===== src/design/tf256_pkg.sv =====
package tf256_pkg;

  localparam int unsigned Rounds        = 72;
  localparam int unsigned RoundsPerOct  = 8;
  localparam int unsigned NumOctets     = Rounds / RoundsPerOct;
  localparam int unsigned NumSubkeys    = Rounds / 4 + 1;
  localparam int unsigned NumKeyWords   = 4;

  typedef logic [63:0]      word_t;
  typedef logic [3:0][63:0] block_t;

  localparam word_t KeyParity = 64'h1BD1_1BDA_A9FC_1A22;

  // Tweak word selection codes
  localparam logic [1:0] TwLo  = 2'd0;
  localparam logic [1:0] TwHi  = 2'd1;
  localparam logic [1:0] TwMix = 2'd2;

  typedef struct packed {
    block_t w;
    word_t  tw_lo;
    word_t  tw_hi;
  } tf_item_t;

  typedef struct packed {
    block_t     kw;
    logic [1:0] sel_a;
    logic [1:0] sel_b;
  } subkey_t;

  // Rotation amounts by round mod 8, for pair (0,1) and pair (2,3)
  localparam logic [5:0] RotA [RoundsPerOct] = '{6'd14, 6'd52, 6'd23, 6'd5,
                                                  6'd25, 6'd46, 6'd58, 6'd32};
  localparam logic [5:0] RotB [RoundsPerOct] = '{6'd16, 6'd57, 6'd40, 6'd37,
                                                  6'd33, 6'd12, 6'd22, 6'd32};

  function automatic word_t rotl64(word_t v, logic [5:0] r);
    word_t res;
    if (r == 6'd0) begin
      res = v;
    end else begin
      res = (v << r) | (v >> (7'd64 - {1'b0, r}));
    end
    return res;
  endfunction

  function automatic word_t tweak_word(word_t lo, word_t hi, logic [1:0] sel);
    word_t res;
    case (sel)
      TwLo:    res = lo;
      TwHi:    res = hi;
      TwMix:   res = lo ^ hi;
      default: res = '0;
    endcase
    return res;
  endfunction

  // One MIX round on both pairs followed by the word permutation
  function automatic block_t mix_round(block_t w, logic [5:0] ra, logic [5:0] rb);
    block_t res;
    word_t  y0;
    word_t  y1;
    word_t  y2;
    word_t  y3;
    y0 = w[0] + w[1];
    y1 = rotl64(w[1], ra) ^ y0;
    y2 = w[2] + w[3];
    y3 = rotl64(w[3], rb) ^ y2;
    res[0] = y0;
    res[1] = y3;
    res[2] = y2;
    res[3] = y1;
    return res;
  endfunction

endpackage


===== src/design/tf256_out_fifo.sv =====
// Two-entry result buffer; keeps the pipeline moving while a result waits.
module tf256_out_fifo (
  input  logic              clk_i,
  input  logic              rst_ni,
  input  logic              push_i,
  input  tf256_pkg::block_t data_i,
  output logic              full_o,
  output logic              valid_o,
  input  logic              ready_i,
  output tf256_pkg::block_t data_o
);
  import tf256_pkg::*;

  block_t     mem_q [2];
  logic       wr_ptr_d, wr_ptr_q;
  logic       rd_ptr_d, rd_ptr_q;
  logic [1:0] count_d, count_q;
  logic       pop;

  assign pop = valid_o && ready_i;

  always_comb begin
    wr_ptr_d = push_i ? ~wr_ptr_q : wr_ptr_q;
    rd_ptr_d = pop ? ~rd_ptr_q : rd_ptr_q;
    count_d  = count_q + {1'b0, push_i} - {1'b0, pop};
  end

  always_ff @(posedge clk_i or negedge rst_ni) begin
    if (!rst_ni) begin
      wr_ptr_q <= 1'b0;
      rd_ptr_q <= 1'b0;
      count_q  <= 2'd0;
    end else begin
      wr_ptr_q <= wr_ptr_d;
      rd_ptr_q <= rd_ptr_d;
      count_q  <= count_d;
    end
  end

  always_ff @(posedge clk_i) begin
    if (push_i) begin
      mem_q[wr_ptr_q] <= data_i;
    end
  end

  assign full_o  = (count_q == 2'd2);
  assign valid_o = (count_q != 2'd0);
  assign data_o  = mem_q[rd_ptr_q];

endmodule


===== config.mk =====
export PLATFORM = sky130hd
export DESIGN_NAME = tf256_out_fifo
export DESIGN_NICKNAME = d
export VERILOG_FILES = /design/src/design/tf256_pkg.sv /design/src/design/tf256_out_fifo.sv
export SDC_FILE = /design/constraint.sdc
export NUM_CORES = 1
export LEC_CHECK = 0
export BUFFER_PORTS_ARGS = -buffer_cell sky130_fd_sc_hd__buf_2
export CAP_MARGIN = 0
export CORE_AREA = 3 3 202 204
export DETAILED_ROUTE_END_ITERATION = 10
export DIE_AREA = 0 0 205 207
export PLACE_DENSITY = 0.77
export RECOVER_POWER = 100
export SLEW_MARGIN = 20
export SYNTH_ARGS = -nofsm -noshare
export SYNTH_HDL_FRONTEND = slang
export SYNTH_SLANG_ARGS = --single-unit

===== constraint.sdc =====
create_clock -name clk_i -period 28.9 [get_ports clk_i]
set_input_delay 0 -clock clk_i [delete_from_list [all_inputs] [get_ports clk_i]]
set_output_delay 0 -clock clk_i [all_outputs]
set_load 0.1 [all_outputs]

# Yosys cells after proc, flatten, opt, wreduce, memory -nomap -nowiden
# Memories as Yosys holds them, arrays and structs flattened.
# Index checks and enable logic that the tools add are counted.
totals:
  reg_bits: 4
  latch_bits: 0
  ramBits: 512
  romBits: 0
  out_inout_bits: 258
  mem_count: 1
mem_list:
  columns: ["memory", "depth", "width", "read_ports", "rd_ports_with_merged_regs", "write_ports", "line_no", "rtl"]
  rows:
  - ["mem_q", 2, 256, 1, 0, 1, "tf256_out_fifo.sv:14", "block_t mem_q [2];"]
classes:
  add_sub_neg: 2
  mul: 0
  div_mod_pow: 0
  magnitude_cmp: 0
  n_eq_ne: 1
  n_shift: 0
  mux: 2
  bitwise_logic: 2
  reduce_logical: 2
op_table:
  columns: ["cell", "n"]
  rows:
  - ["$add A2 B1 Y2", 1]
  - ["$eq A2 B2 Y1 const B", 1]
  - ["$mux W1", 2]
  - ["$not A1 Y1", 2]
  - ["$reduce_bool A2 Y1", 1]
  - ["$sub A2 B1 Y2", 1]
  - ["$logic_and A1 B1 Y1", 1]

# Depth between registers and ports, before layout
depth:
  depth_word: 3
  mapped_depth: 6
  mapped_depth_nobuf: 6

# Worst setup path before layout
# OpenSTA, ideal clock, no wires.
synth_timing:
  path_kind: "flip-flop to flip-flop"
  start: "reg wr_ptr_q"
  end: "mem mem_q[0][0] in the netlist's numbering (enable)"
  arrival_ns: 11.680
  required_time_ns: 27.992
  setup_slack_ns: 16.311
  path_stages_with_launch: 2
  n_path_buf: 0
  synth_period_minus_slack_ns: 12.589
  path_cell_list: "dfrtp_1 -> nor2b_1"
synth_lines:
  columns: ["item", "line_no", "rtl"]
  rows:
  - ["from (decl)", "tf256_out_fifo.sv:15", "logic wr_ptr_d, wr_ptr_q;"]
  - ["from (signal assigned)", "tf256_out_fifo.sv:34", "wr_ptr_q <= wr_ptr_d;"]
  - ["to (decl)", "tf256_out_fifo.sv:14", null]
# No word-level cell before the write port.

# Worst setup path in the final report
layout_timing:
  start: "reg wr_ptr_q"
  end: "mem mem_q[0][113] in the netlist's numbering (enable)"
# No word-level cell before the write port.

==> results.txt <==
status: finished, violations left
area share of xor/xnor cells in the synthesized design: 0.1780%
number of maximum-capacitance violations: 13
fraction of layout instances using a drive strength above 1: 22.45%
Post-synth top flop: sky130_fd_sc_hd__edfxtp_1
count of H-tree levels built during CTS: 2
Hold WS: 154.4 ps
worst hold path class: input port to flip-flop
number of routed nets with antenna violations: 0
most common library cells after synthesis: 512 x sky130_fd_sc_hd__edfxtp_1, 230 x sky130_fd_sc_hd__mux2_4, 26 x sky130_fd_sc_hd__mux2_2
Root Buffer Master: sky130_fd_sc_hd__clkbuf_16
DIE AREA: 42440 µm²
ports placed on the boundary: 518
CP Class: flip-flop to flip-flop
EDFF count, synth: 512
r2r worst-path depth: 3
DR WL/cell: 22.35 µm
hold wc startpoint: data_i[1]
number of vias after detailed routing: 11027
maximum net fanout on the critical path: 78
number of storage elements in the synthesis netlist: 516
post-synthesis net count: 1076
total negative setup slack: 0 ps
Final Setup Violations: 0
number of pins exceeding their max-slew limit in the final report: 792
slew of the pin with the lowest slew margin: 4578 ps
post-layout min period: 9414 ps
Fill cells: 2853
startpoint types: flip-flop
die height: 207 µm
RSZ-0062 raised after global routing: false
area leader, netlist: sky130_fd_sc_hd__edfxtp_1
leftover overflow at the end of global routing: 0
net total in the final layout: 1887
failing checks: max-capacitance violations, max-slew violations
routability cong.: 0.8426
final HPWL from detailed placement: 30.37 mm
via density per instance: 5.024
Iter 0 DRT Violations: 703
most common cell in the netlist: sky130_fd_sc_hd__edfxtp_1
Critical Path RT: 28960 ps
period utilisation layout: 32.58%
number of buffers between clock root and the deepest sink: 3
wire length of the first global-routing pass: 71.33 mm
multiplexer fraction of the synthesized cell area: 19.03%
largest cells by area after synthesis: sky130_fd_sc_hd__edfxtp_1 78%, sky130_fd_sc_hd__mux2_4 18%, sky130_fd_sc_hd__mux2_2 1.5%
share of flip-flops with an asynchronous set or reset after synthesis: 0.7752%
number of endpoints with negative hold slack in the final report: 0
number of buffers created by CTS: 51
main combinational cell family by area after synthesis: multiplexers
core area: 39460 µm²
area of the mapped netlist: 19690 µm²
CTS Hold Bufs: 260
antenna violations before repair: 4
compound-gate portion of the synthesized area: 0.03814%
Synthesis Warnings: 0
number of iterations in the first detailed-routing pass: 4
setup fix buffers added after clock tree synthesis: 0
critical path arrival: 9470 ps
TritonCTS clock tree: yes
FF-to-FF setup slack: 19490 ps
Synth Area in Simple Gates: 0.1271%
post-CTS resize count: 0
relative area change from synthesis to final layout: 30.80%
Die X: 205 µm
sequential-to-total area share from yosys stat: 78.61%
Clock Skews: 10.64 ps
Reg-to-Reg Start: wr_ptr_q
Avg Cell Area, Syn: 24.18 µm²
synthesized-area fraction occupied by adder cells: 0.1271%
worst slew margin relative to its limit: -205.2%
worst flop-to-flop path endpoint: mem_q[0][113]
FF/Latch Area: 15470 µm²
Synth top area share: 78.10%
nature of the critical path endpoint: flip-flop
pin count of the biggest net entering global routing: 82
starting density of the core: 49.89%
worst-skew pair later-pin latency: 570 ps
Worst-path clk slew: 60 ps
overall routed net length: 49.05 mm
Hold Crit Depth: 2
synthesized instance count: 814
via count of the first global-routing pass: 11968
number of placement rows: 73
DR DRC count: 0
worst-case hold path end point: mem_q[0][1]
count of unique library cells instantiated by Yosys: 16
Max Fclk: 0.1062 GHz
area occupied by multi-input gates: 3171 µm²
Sink Count: 516
number of buffers inserted by port buffering: 517
gr usage total: 22.19%
-- kinds of logic (layout without fill, tap and decap cells) --
| kind of cell | after synthesis | after routing |
|---|---|---|
| simple gates | 4 | 4 |
| flops | 516 | 516 |
| fa+ha+maj | 2 | 2 |
| compound gates | 1 | 1 |
| mux | 256 | 256 |
| xor+xnor | 4 | 4 |
| other cells | 0 | 4 |
| buf+inv | 31 | 883 |
-- per-layer routing --
layer,global-route usage (%),vias up,share of wire [%]
met2,38.51,543,51
met5,0,-,0.027
li1,-,4881,-
met3,6.161,111,9.0
met4,8.155,2,3.4
met1,26.43,5490,37
-- worst max path at each step --
stage             start            end  depth (start not counted)
2_1_floorplan  wr_ptr_q    mem_q[0][0]                          1
3_3_place_gp   wr_ptr_q   mem_q[0][71]                          3
3_5_place_dp   wr_ptr_q  mem_q[0][104]                          3
4_1_cts        rd_ptr_q    data_o[181]                          4
5_1_grt        wr_ptr_q  mem_q[0][113]                          3
6_report       wr_ptr_q  mem_q[0][113]                          3
-- registers in the layout, indices dropped and copies added, names as in the netlist --
| signal | cells |
|---|---|
| count_q | 2 |
| wr_ptr_q | 1 |
| mem_q | 512 |
| rd_ptr_q | 1 |
-- cells in the final DEF (no fill, tap or decap), drive strengths merged, types with 2 or more instances in the layout --
cell type	synthesis	layout
buf	29	222
bufinv	0	2
clkbuf	0	366
clkinv	0	28
clkinvlp	0	3
dfrtp	4	4
diode	0	4
dlygate4sd3	0	260
edfxtp	512	512
ha	2	2
inv	2	2
mux2	256	256
nor2b	2	2
xnor2	2	2
xor2	2	2
-- cell type report --
cell class | instances | share of cell area [%]
timing repair buffer | 787 | 18.88
tap | 525 | 2.551
sequential | 516 | 60.10
inverter | 2 | 0.02916
clock buffer | 61 | 5.268
antenna | 4 | 0.03887
multi-input combinational | 267 | 12.31
clock inverter | 33 | 0.8164
-- worst max-delay path, cell delays in order (launching register included) --
cell,delay [ps]
sky130_fd_sc_hd__dfrtp_1,410
sky130_fd_sc_hd__nor2b_1,2220
sky130_fd_sc_hd__clkbuf_1,2840
sky130_fd_sc_hd__clkbuf_1,3270
-- through the flow --
stage	instances	utilization [%]	setup slack [ps]	area (µm²)
floorplan	814	-	16310	19690
global placement	1837	57.41	25380	22650
detailed placement	1837	57.41	25380	22650
CTS	2191	67.98	24840	26820
global route	2194	65.25	18740	25750
finish	2195	65.26	19490	25750
Power is left out: the tool's default activity adds up to more than one toggle a clock period on the data nets, which glitch-free logic cannot reach.
