===== src/design/tf256_pkg.sv =====
package tf256_pkg;

  localparam int unsigned Rounds        = 72;
  localparam int unsigned RoundsPerOct  = 8;
  localparam int unsigned NumOctets     = Rounds / RoundsPerOct;
  localparam int unsigned NumSubkeys    = Rounds / 4 + 1;
  localparam int unsigned NumKeyWords   = 4;

  typedef logic [63:0]      word_t;
  typedef logic [3:0][63:0] block_t;

  localparam word_t KeyParity = 64'h1BD1_1BDA_A9FC_1A22;

  // Tweak word selection codes
  localparam logic [1:0] TwLo  = 2'd0;
  localparam logic [1:0] TwHi  = 2'd1;
  localparam logic [1:0] TwMix = 2'd2;

  typedef struct packed {
    block_t w;
    word_t  tw_lo;
    word_t  tw_hi;
  } tf_item_t;

  typedef struct packed {
    block_t     kw;
    logic [1:0] sel_a;
    logic [1:0] sel_b;
  } subkey_t;

  // Rotation amounts by round mod 8, for pair (0,1) and pair (2,3)
  localparam logic [5:0] RotA [RoundsPerOct] = '{6'd14, 6'd52, 6'd23, 6'd5,
                                                  6'd25, 6'd46, 6'd58, 6'd32};
  localparam logic [5:0] RotB [RoundsPerOct] = '{6'd16, 6'd57, 6'd40, 6'd37,
                                                  6'd33, 6'd12, 6'd22, 6'd32};

  function automatic word_t rotl64(word_t v, logic [5:0] r);
    word_t res;
    if (r == 6'd0) begin
      res = v;
    end else begin
      res = (v << r) | (v >> (7'd64 - {1'b0, r}));
    end
    return res;
  endfunction

  function automatic word_t tweak_word(word_t lo, word_t hi, logic [1:0] sel);
    word_t res;
    case (sel)
      TwLo:    res = lo;
      TwHi:    res = hi;
      TwMix:   res = lo ^ hi;
      default: res = '0;
    endcase
    return res;
  endfunction

  // One MIX round on both pairs followed by the word permutation
  function automatic block_t mix_round(block_t w, logic [5:0] ra, logic [5:0] rb);
    block_t res;
    word_t  y0;
    word_t  y1;
    word_t  y2;
    word_t  y3;
    y0 = w[0] + w[1];
    y1 = rotl64(w[1], ra) ^ y0;
    y2 = w[2] + w[3];
    y3 = rotl64(w[3], rb) ^ y2;
    res[0] = y0;
    res[1] = y3;
    res[2] = y2;
    res[3] = y1;
    return res;
  endfunction

endpackage


===== src/design/tf256_inject.sv =====
module tf256_inject (
  input  logic                clk_i,
  input  logic                rst_ni,
  input  logic                en_i,
  input  logic                valid_i,
  input  tf256_pkg::tf_item_t item_i,
  input  tf256_pkg::subkey_t  sk_i,
  output logic                valid_o,
  output tf256_pkg::tf_item_t item_o
);
  import tf256_pkg::*;

  tf_item_t item_d, item_q;
  logic     valid_d, valid_q;

  always_comb begin
    item_d      = item_i;
    item_d.w[0] = item_i.w[0] + sk_i.kw[0];
    item_d.w[1] = item_i.w[1] + sk_i.kw[1] + tweak_word(item_i.tw_lo, item_i.tw_hi, sk_i.sel_a);
    item_d.w[2] = item_i.w[2] + sk_i.kw[2] + tweak_word(item_i.tw_lo, item_i.tw_hi, sk_i.sel_b);
    item_d.w[3] = item_i.w[3] + sk_i.kw[3];
    valid_d     = valid_i;
  end

  always_ff @(posedge clk_i or negedge rst_ni) begin
    if (!rst_ni) begin
      valid_q <= 1'b0;
    end else if (en_i) begin
      valid_q <= valid_d;
    end
  end

  always_ff @(posedge clk_i) begin
    if (en_i) begin
      item_q <= item_d;
    end
  end

  assign valid_o = valid_q;
  assign item_o  = item_q;

endmodule


===== config.mk =====
export PLATFORM = sky130hd
export DESIGN_NAME = tf256_inject
export DESIGN_NICKNAME = d
export VERILOG_FILES = /design/src/design/tf256_pkg.sv /design/src/design/tf256_inject.sv
export SDC_FILE = /design/constraint.sdc
export NUM_CORES = 1
export LEC_CHECK = 0
export BUFFER_PORTS_ARGS = -buffer_cell sky130_fd_sc_hd__buf_2
export CORE_AREA = 5 5 398 400
export CTS_BUF_LIST = sky130_fd_sc_hd__clkbuf_16
export CTS_CLUSTER_SIZE = 25
export DETAILED_ROUTE_END_ITERATION = 10
export DIE_AREA = 0 0 403 405
export PLACE_DENSITY = 0.5
export SLEW_MARGIN = 20
export SYNTH_ARGS = -nofsm -noshare
export SYNTH_HDL_FRONTEND = slang
export SYNTH_SLANG_ARGS = --single-unit

===== constraint.sdc =====
create_clock -name clk_i -period 1 [get_ports clk_i]
set_clock_uncertainty 0.1 [all_clocks]
set_input_delay 0.1 -clock clk_i [delete_from_list [all_inputs] [get_ports clk_i]]
set_output_delay 0.1 -clock clk_i [all_outputs]
set_load 0.01 [all_outputs]

Word-level counts from Yosys, hierarchy flattened
Cells that the tools add are included.
{"block": "word_totals", "in_bits": 648, "wordCells": 22, "register_bits": 385, "output_inout_bits": 385}
{"block": "op_classes", "n_bitwise": 1, "n_mux": 2, "n_eq_ne": 4, "addsub": 6, "reduce_logical": 2}
{"cell": "$add A64 B64 Y64", "count": 6}
{"cell": "$pmux W64 S3", "count": 2}
{"cell": "$xor A64 B64 Y64", "count": 1}
{"cell": "$eq A2 B1 Y1 const B", "count": 2}
{"cell": "$eq A2 B2 Y1 const B", "count": 2}
{"cell": "$logic_not A2 Y1", "count": 2}

Logic depth before layout (Yosys ltp)
Gate-level depths: netlist of the first run.
{"block": "logic_depth", "ltp_word": 3, "depth_mapped": 20, "ltp_nobuf": 17}

Least setup slack after synthesis of the first run
Ideal clock, no wire load.
{"block": "synth_path", "kind": "input -> register", "startpoint": "in sk_i[2] in the netlist's numbering", "endpoint": "reg item_q, in the netlist item_o[249] (data pin)", "setup_ps": 259, "required_time_ps": 641, "stages": 18, "n_path_buf": 2, "path_slack_ps": -3533, "t_arrival_ps": 4174, "path_cell_list": "clkbuf_1 > buf_1 > mux2i_1 > o22a_1 > fa_1 > inv_1 > ha_1 > fa_1 > a21oi_1 > o21ai_0 > a211oi_1 > o21ai_1 > a31o_2 > a31oi_1 > o21ai_1 > a31oi_1 > o21ai_0 > xnor2_1"}
{"element": "start: declaration", "line": "tf256_inject.sv:7", "rtl": "input tf256_pkg::subkey_t sk_i,"}
{"element": "end signal: assignment", "line": "tf256_inject.sv:35", "rtl": "item_q <= item_d;"}
{"element": "end: declaration", "line": "tf256_inject.sv:13", "rtl": "tf_item_t item_d, item_q;"}

==> summary.txt, run 1 <==
Global route
  • Global-route wire length before repair: about 240000 µm
  • Largest net degree at the start of global routing: 47
  • Number of global-route vias before repair: 36400
  • Gr usage total: 19.9%
  • Initial antenna violation count: 58
  • Gr ovfl total: 0

Logic synthesis
  • Ys Warns: 0
  • Number of synthesized flops with an enable pin: 384
  • Seq cells post-synth: 385
  • Async S/R FF share, synth: 0.260%
  • Seq/Total Area, Yosys: 35.9%
  • Synth Instances: 3159
  • Synth Area per Inst: 10.2 µm²
  • Synthesized net count: 4187
  • Syn Std Cell Area: 0.0322 mm²
  • Synth unique cells: 77
  • Top_reg_cell synth: edfxtp_1

Routing
  • Final wirelength: 173000 µm
  • Vias post-DR: 35300
  • Wirelength per Cell: 22.7 µm
  • Drt first pass iters: 5
  • First DRT Iteration DRCs: 2078
  • Via-per-instance ratio: roughly 4.6
  • Final ANT Viol Nets: 0
  • DR DRC count: 0

Timing
  • RSZ-0062 raised after global routing: yes
  • Fmax: roughly 280 MHz
  • Final period utilization: 355%
  • Actual slew at the worst max-slew pin: 673 ps
  • Finish-stage setup viols: 1019
  • Fin crit period: 3550 ps
  • Worst hold slack: -118 ps
  • Endpoints failing hold: 32
  • Pins Over Slew Limit: 0
  • Fin worst setup slack: -2550 ps
  • Max-slew headroom: between 50% and 60%

Setup path
  • Req. time, crit path: about 1300 ps
  • Worst setup EP type: flop
  • Crit Reg-Reg Endpoint: valid_o$_DFFE_PN0P_
  • Critical Path Source Type: primary input
  • CP max stage delay: 440 ps
  • Kind of critical path: primary input to flop
  • R2R setup slack: 160 ps
  • Crit path max-delay family: compound AO/OA/AOI/OAI gates
  • Critical path buffers and inverters: 3
  • Arrival @ worst endpoint: between 3000 and 4000 ps
  • Worst path slowest cell: fa_1
  • Worst Reg-to-Reg Cells: 1
  • Crit-path cells: buf_12, nand2b_4, o21ai_2, a22o_1, fa_1, ha_2, fa_2, a211oi_2, o21ai_1, a21o_1, buf_4, a211oi_2, buf_4, o21ba_4, o31a_1, o221ai_2, a31oi_4, o21bai_1, xor2_1
  • Max FO, Critical Path: 6
  • R2R Path Start: valid_o$_DFFE_PN0P_

Die
  • Area of the core: roughly 0.15 mm²
  • Rows: 145
  • DIE WIDTH: 403 µm
  • IO Count: 1033
  • Initial Utilization: 20.8%
  • Die ar.: roughly 0.16 mm²
  • Die Ht: 405 µm

Place
  • Dpl cells: 7195
  • Hpwl dp: approximately 140000 µm
  • RD Place Congestion: roughly 0.95
  • Count of input and output buffers: between 1000 and 1500

Clock network
  • Clock slew at reported path FFs: 60 ps
  • CTS tree: done
  • Clock buffer depth: 3
  • Root buffer selected by CTS: clkbuf_16
  • Clk sinks: 385
  • H-tree level count: 2
  • Num CTS Buffers: approximately 50
  • Clock Latency Late Sink: ~650 ps

Cells and area
  • Footprint of the multi-input gates: about 0.024 mm²
  • Nets: ~6500
  • Layout Cells excl Fill: approximately 7600
  • Syn-to-layout area delta: 78.4%
  • Most common cell after layout, fill and taps aside: buf_4
  • Register area: between 0.01 and 0.015 mm²
  • Layout cell share with drive strength beyond 1: 52.0%
  • Commonest cells after routing, fill and taps aside: 1069 x buf_4, 1010 x buf_2, 384 x edfxtp_1
  • Filler instances: 15700
  • Layout Utilization: 37.1%

Run status
  • Status: finished with violations
  • Failing checks: hold timing, setup timing

Power and ir drop
  • Leakage power: 25.9 nW
  • Power Density: 1670 mW/mm²
  • Worst vdd ir: 1.20 mV

Min path
  • Hold_sp: sk_i[133]
  • Hold path endpoint: item_o[257]$_DFFE_PP_
  • Hold Path Stages: 3
  • Hold/Removal Path Class: primary input to flop

Flow run
  • Max-cap viol count: 0
## what timing repair did
| item | 4_1_cts | 5_1_grt |
|---|---|---|
| setup buffers | 56 | 61 |
| endpoints found under the setup margin | 629 | 1019 |
| pin swaps | 139 | 155 |
| gates resized for setup | 333 | 252 |
| hold buffers | 181 | 1 |
| endpoints found under the hold margin | 320 | 59 |
| gates cloned | 9 | 2 |
## report_power, final
| part | internal, W | switching (W) | total [W] |
|---|---|---|---|
| logic | 0.0257 | 0.0264 | 0.0521 |
| registers | 0.0225 | 0.00145 | 0.0239 |
| clock network | 0.0115 | 0.00841 | 0.0199 |
## metal layers
metal / GRT usage [%] / wire [µm] / vias up
met5: 0 / 89 / -
met4: 6.40 / 6090 / 16
met3: 5.36 / 13800 / 252
met2: 34.7 / 84600 / 1220
met1: 23.9 / 68400 / 17200
li1: - / - / 16600
## registers in the layout, summed over array words and instances, names as in the netlist
register and flops:
valid_o 1, item_o 384
## cell usage after synthesis, types with 12 or more instances
cell type / instances / area share, %
a22o_1: 85 / 2.3
a31oi_1: 38 / 0.74
a211oi_1: 15 / 0.35
xor2_1: 95 / 2.6
nand4_1: 65 / 1.3
nand2_1: 184 / 2.1
nand3_1: 35 / 0.54
a21oi_1: 294 / 4.6
xnor2_1: 154 / 4.2
inv_1: 131 / 1.5
and3_1: 20 / 0.39
clkbuf_1: 134 / 1.6
nor3_1: 32 / 0.50
mux2i_1: 163 / 5.1
edfxtp_1: 384 / 36
and2_1: 17 / 0.33
nor2b_1: 67 / 1.3
o21ai_0: 242 / 3.8
nor2_1: 132 / 1.5
o22ai_1: 28 / 0.54
a22oi_1: 12 / 0.28
a21o_1: 135 / 3.1
ha_1: 250 / 9.7
o21a_1: 24 / 0.56
nand2b_1: 24 / 0.47
fa_1: 130 / 8.1
o31ai_1: 22 / 0.51
o21bai_1: 56 / 1.3
## final cells by class
class / instances / area share [%]
diodes: 34 / 0.148
clock buffers: 51 / 2.22
clock inverters: 45 / 0.864
inverters: 131 / 0.856
multi-input cells: 2494 / 41.4
flip-flops and latches: 385 / 20.1
well taps: 2058 / 4.48
repair buffers: 2414 / 29.9
## worst min-delay path, stage by stage
cell and delay (ps):
buf_2 100, fa_1 160, ha_2 160
## per-stage QoR
step	setup slack, ps	area (µm²)	total power [W]	setup TNS, ps
after detailed placement	-3760	49700	0.0684	-634370
final	-2550	57500	0.0959	-657770
after floorplan	-2920	34500	0.0449	-400530
after global routing	-2690	57400	0.101	-701270
after CTS	-2470	55700	0.0940	-689700
after global placement	-3770	49700	0.0685	-632770
## how the worst max path moves through the flow
| stage | slack (ps) | startpoint | depth (start not counted) | end |
|---|---|---|---|---|
| after CTS | -2470 | sk_i[1] | 18 | item_o[317]$_DFFE_PP_ |
| after global placement | -3770 | sk_i[3] | 19 | item_o[255]$_DFFE_PP_ |
| after global routing | -2690 | sk_i[1] | 19 | item_o[315]$_DFFE_PP_ |
| after floorplan | -2920 | sk_i[0] | 17 | item_o[317]$_DFFE_PP_ |
| final | -2550 | sk_i[1] | 19 | item_o[315]$_DFFE_PP_ |
| after detailed placement | -3760 | sk_i[3] | 19 | item_o[255]$_DFFE_PP_ |
## cell families after synthesis
kind of cell	count (synthesis)	share of synthesized area, %
AO/OA/AOI/OAI	1074	21.6
AND/OR/NAND/NOR	627	9.60
flip-flops	385	35.9
adder cells (fa/ha/maj)	380	17.8
buffers and inverters	280	3.30
XOR/XNOR	249	6.77
multiplexers	164	5.10
Power figures use the tool's default switching activity.
==> run 2, diff against run 1 <==
--- a/config.mk
+++ b/config.mk
@@ -12,6 +12,7 @@
 export DETAILED_ROUTE_END_ITERATION = 10
 export DIE_AREA = 0 0 403 405
 export PLACE_DENSITY = 0.5
+export REMOVE_ABC_BUFFERS = 1
 export SLEW_MARGIN = 20
 export SYNTH_ARGS = -nofsm -noshare
 export SYNTH_HDL_FRONTEND = slang
==> run 2 against run 1 <==
Largest power group unchanged. Cell area grew 3.0%. Sequential share of layout area shrank 0.58 points. Final cell count grew 1.5%. Die area is the same. Via count grew 3.2%. Non-clock buffer count grew 106. Routed wire length grew 5.1%. The run still ends with hold timing, setup timing left. Worst hold slack lost 1.7 ps. Core utilization grew 1.1 points. First-iteration DRC count grew 14%. Sequential cell count is the same.
==> summary.txt, run 2 (same netlist as run 1, synthesis figures left out) <==
Power and ir drop
  • Gate power share: 57.3%
  • Worst vdd ir: 1.39 mV
  • Share of power burned in registers: about 25%
  • Leakage power: around 27 nW
  • Total internal power: 0.0600 W
  • Net Sw Frac: between 30 and 40%
  • Sw Pwr: between 0.03 and 0.04 W
  • Clock power frac: 18.2%
  • Power Density: 1650 mW/mm²

Cells and area
  • Max reg flops: 384
  • Syn-to-layout area delta: 83.8%
  • Commonest cells after routing, fill and taps aside: 1075 x buf_4, 1011 x buf_2, 384 x edfxtp_1
  • Layout cell share with drive strength beyond 1: 54.2%
  • Most common cell after layout, fill and taps aside: buf_4
  • Footprint of the multi-input gates: 0.0245 mm²
  • Filler instances: 15400
  • Final instance area: 0.0592 mm²
  • Register area: 0.0116 mm²
  • Nets: 6611

Timing
  • Endpoints failing hold: 26
  • Max-slew headroom: 33.9%
  • Fin worst setup slack: -2640 ps
  • Setup_tns: -657600 ps
  • Pins Over Slew Limit: 0
  • Actual slew at the worst max-slew pin: 988 ps
  • Fin crit period: 3640 ps
  • Worst hold slack: -120 ps
  • Fmax: approximately 270 MHz
  • Final period utilization: 364%
  • Finish-stage setup viols: 834
  • RSZ-0062 raised after global routing: yes

Setup path
  • Kind of critical path: primary input to flop
  • Critical Path Source Type: primary input
  • Arrival @ worst endpoint: ~3900 ps
  • Crit path depth: 21
  • Worst path slowest cell: fa_1
  • Worst Reg-to-Reg Cells: 1
  • Req. time, crit path: 1270 ps
  • Worst setup EP type: flop
  • CP max stage delay: 500 ps
  • Max FO, Critical Path: 8
  • Crit path max-delay family: compound AO/OA/AOI/OAI gates
  • Crit-path cells: buf_8, nand2b_4, buf_12, buf_8, o21ai_2, a22oi_1, fa_1, inv_1, ha_4, buf_6, nand4_1, a21oi_4, o21ai_4, o31ai_4, buf_6, o21ai_4, o311ai_2, buf_4, a31oi_4, o31a_1, xnor2_2
  • Critical path buffers and inverters: 7

Global route
  • Largest net degree at the start of global routing: 23
  • Gr ovfl total: 0
  • Global-route wire length before repair: 255000 µm
  • Gr usage total: a little over a fifth
  • Initial antenna violation count: 92
  • Number of global-route vias before repair: around 38000

Routing
  • Drt first pass iters: 6
  • First DRT Iteration DRCs: 2363
  • Final wirelength: ~180000 µm
  • Wirelength per Cell: 23.5 µm
  • Vias post-DR: around 36000
  • Via-per-instance ratio: 4.71
  • DR DRC count: 0
  • Final ANT Viol Nets: 0

Place
  • Count of input and output buffers: 1032
  • Placed Area: 0.0481 mm²
  • Place WS: -3830 ps
  • Hpwl dp: 145000 µm
  • RD Place Congestion: 0.940

Die
  • Die Ht: roughly 410 µm
  • Rows: 145
  • Area of the core: 0.155 mm²
  • IO Count: between 1000 and 1500
  • Initial Utilization: 20.8%
  • Die ar.: between 0.15 and 0.2 mm²
  • DIE WIDTH: about 400 µm

Clock network
  • Num CTS Buffers: 51
  • Clk sinks: 385
  • CTS tree: done
  • Clock buffer depth: 3
  • Clock Latency Late Sink: ~610 ps
  • Clock slew at reported path FFs: 70 ps
  • H-tree level count: 2
  • Root buffer selected by CTS: clkbuf_16

Run status
  • Failing checks: hold timing, setup timing
  • Status: finished with violations

Flow run
  • Max-cap viol count: 0

Min path
  • Hold/Removal Path Class: primary input to flop
  • Hold Path Stages: 3
-- run 2: cell type report --
| class | count | area share [%] |
|---|---|---|
| multi-input combinational | 2494 | 41.3 |
| timing repair buffer | 2520 | 31.2 |
| sequential | 385 | 19.5 |
| tap | 2058 | 4.35 |
| clock buffer | 51 | 2.16 |
| inverter | 131 | 0.831 |
| clock inverter | 42 | 0.457 |
| antenna | 42 | 0.178 |
-- run 2: metal layers --
layer  track usage [%]  wire length [µm]  vias to the layer above  part of all wire, %
met4              7.08              6470                       30                  3.6
li1                  -                 -                    16800                    -
met2              37.6             91000                     1423                   50
met5                 0               205                        -                 0.11
met1              24.9             70200                    17800                   39
met3              5.05             13800                      304                  7.6
-- run 2: power by group through the flow --
stage	sequential, W	clock (W)	combinational, W
3_3_place_gp	0.0242	0	0.0424
2_1_floorplan	0.0254	0	0.0168
4_1_cts	0.0240	0.0183	0.0522
6_report	0.0240	0.0178	0.0560
5_1_grt	0.0242	0.0189	0.0598
3_5_place_dp	0.0242	0	0.0422
-- run 2: worst paths after layout --
| kind | from | end | slack [ps] |
|---|---|---|---|
| max in group asynchronous | rst_ni | valid_o$_DFFE_PN0P_ | 300 |
| hold reg to reg | valid_o$_DFFE_PN0P_ | valid_o$_DFFE_PN0P_ | 410 |
| setup reg to reg | valid_o$_DFFE_PN0P_ | valid_o$_DFFE_PN0P_ | 160 |
| min in group asynchronous | rst_ni | valid_o$_DFFE_PN0P_ | 390 |
| setup / recovery | sk_i[0] | item_o[316]$_DFFE_PP_ | -2640 |
| hold / removal | sk_i[133] | item_o[257]$_DFFE_PP_ | -120 |
-- run 2: timing repair --
| item | CTS | global route |
|---|---|---|
| buffers inserted | 186 | 76 |
| endpoints found under the setup margin | 630 | 829 |
| pin swaps | 378 | 208 |
| cloned | 13 | 0 |
| hold buffers | 167 | 3 |
| resized for setup | 939 | 258 |
| hold endpoints to repair | 298 | 45 |
-- run 2: metrics by stage --
step	cells	utilization [%]	hold WS (ps)	total power (W)
after floorplan	3010	-	-296	0.0423
after global placement	7219	31.1	-211	0.0666
after detailed placement	7219	31.1	-213	0.0664
after CTS	7639	37.2	-380	0.0946
after global routing	7705	38.2	-140	0.103
final	7723	38.2	-120	0.0977
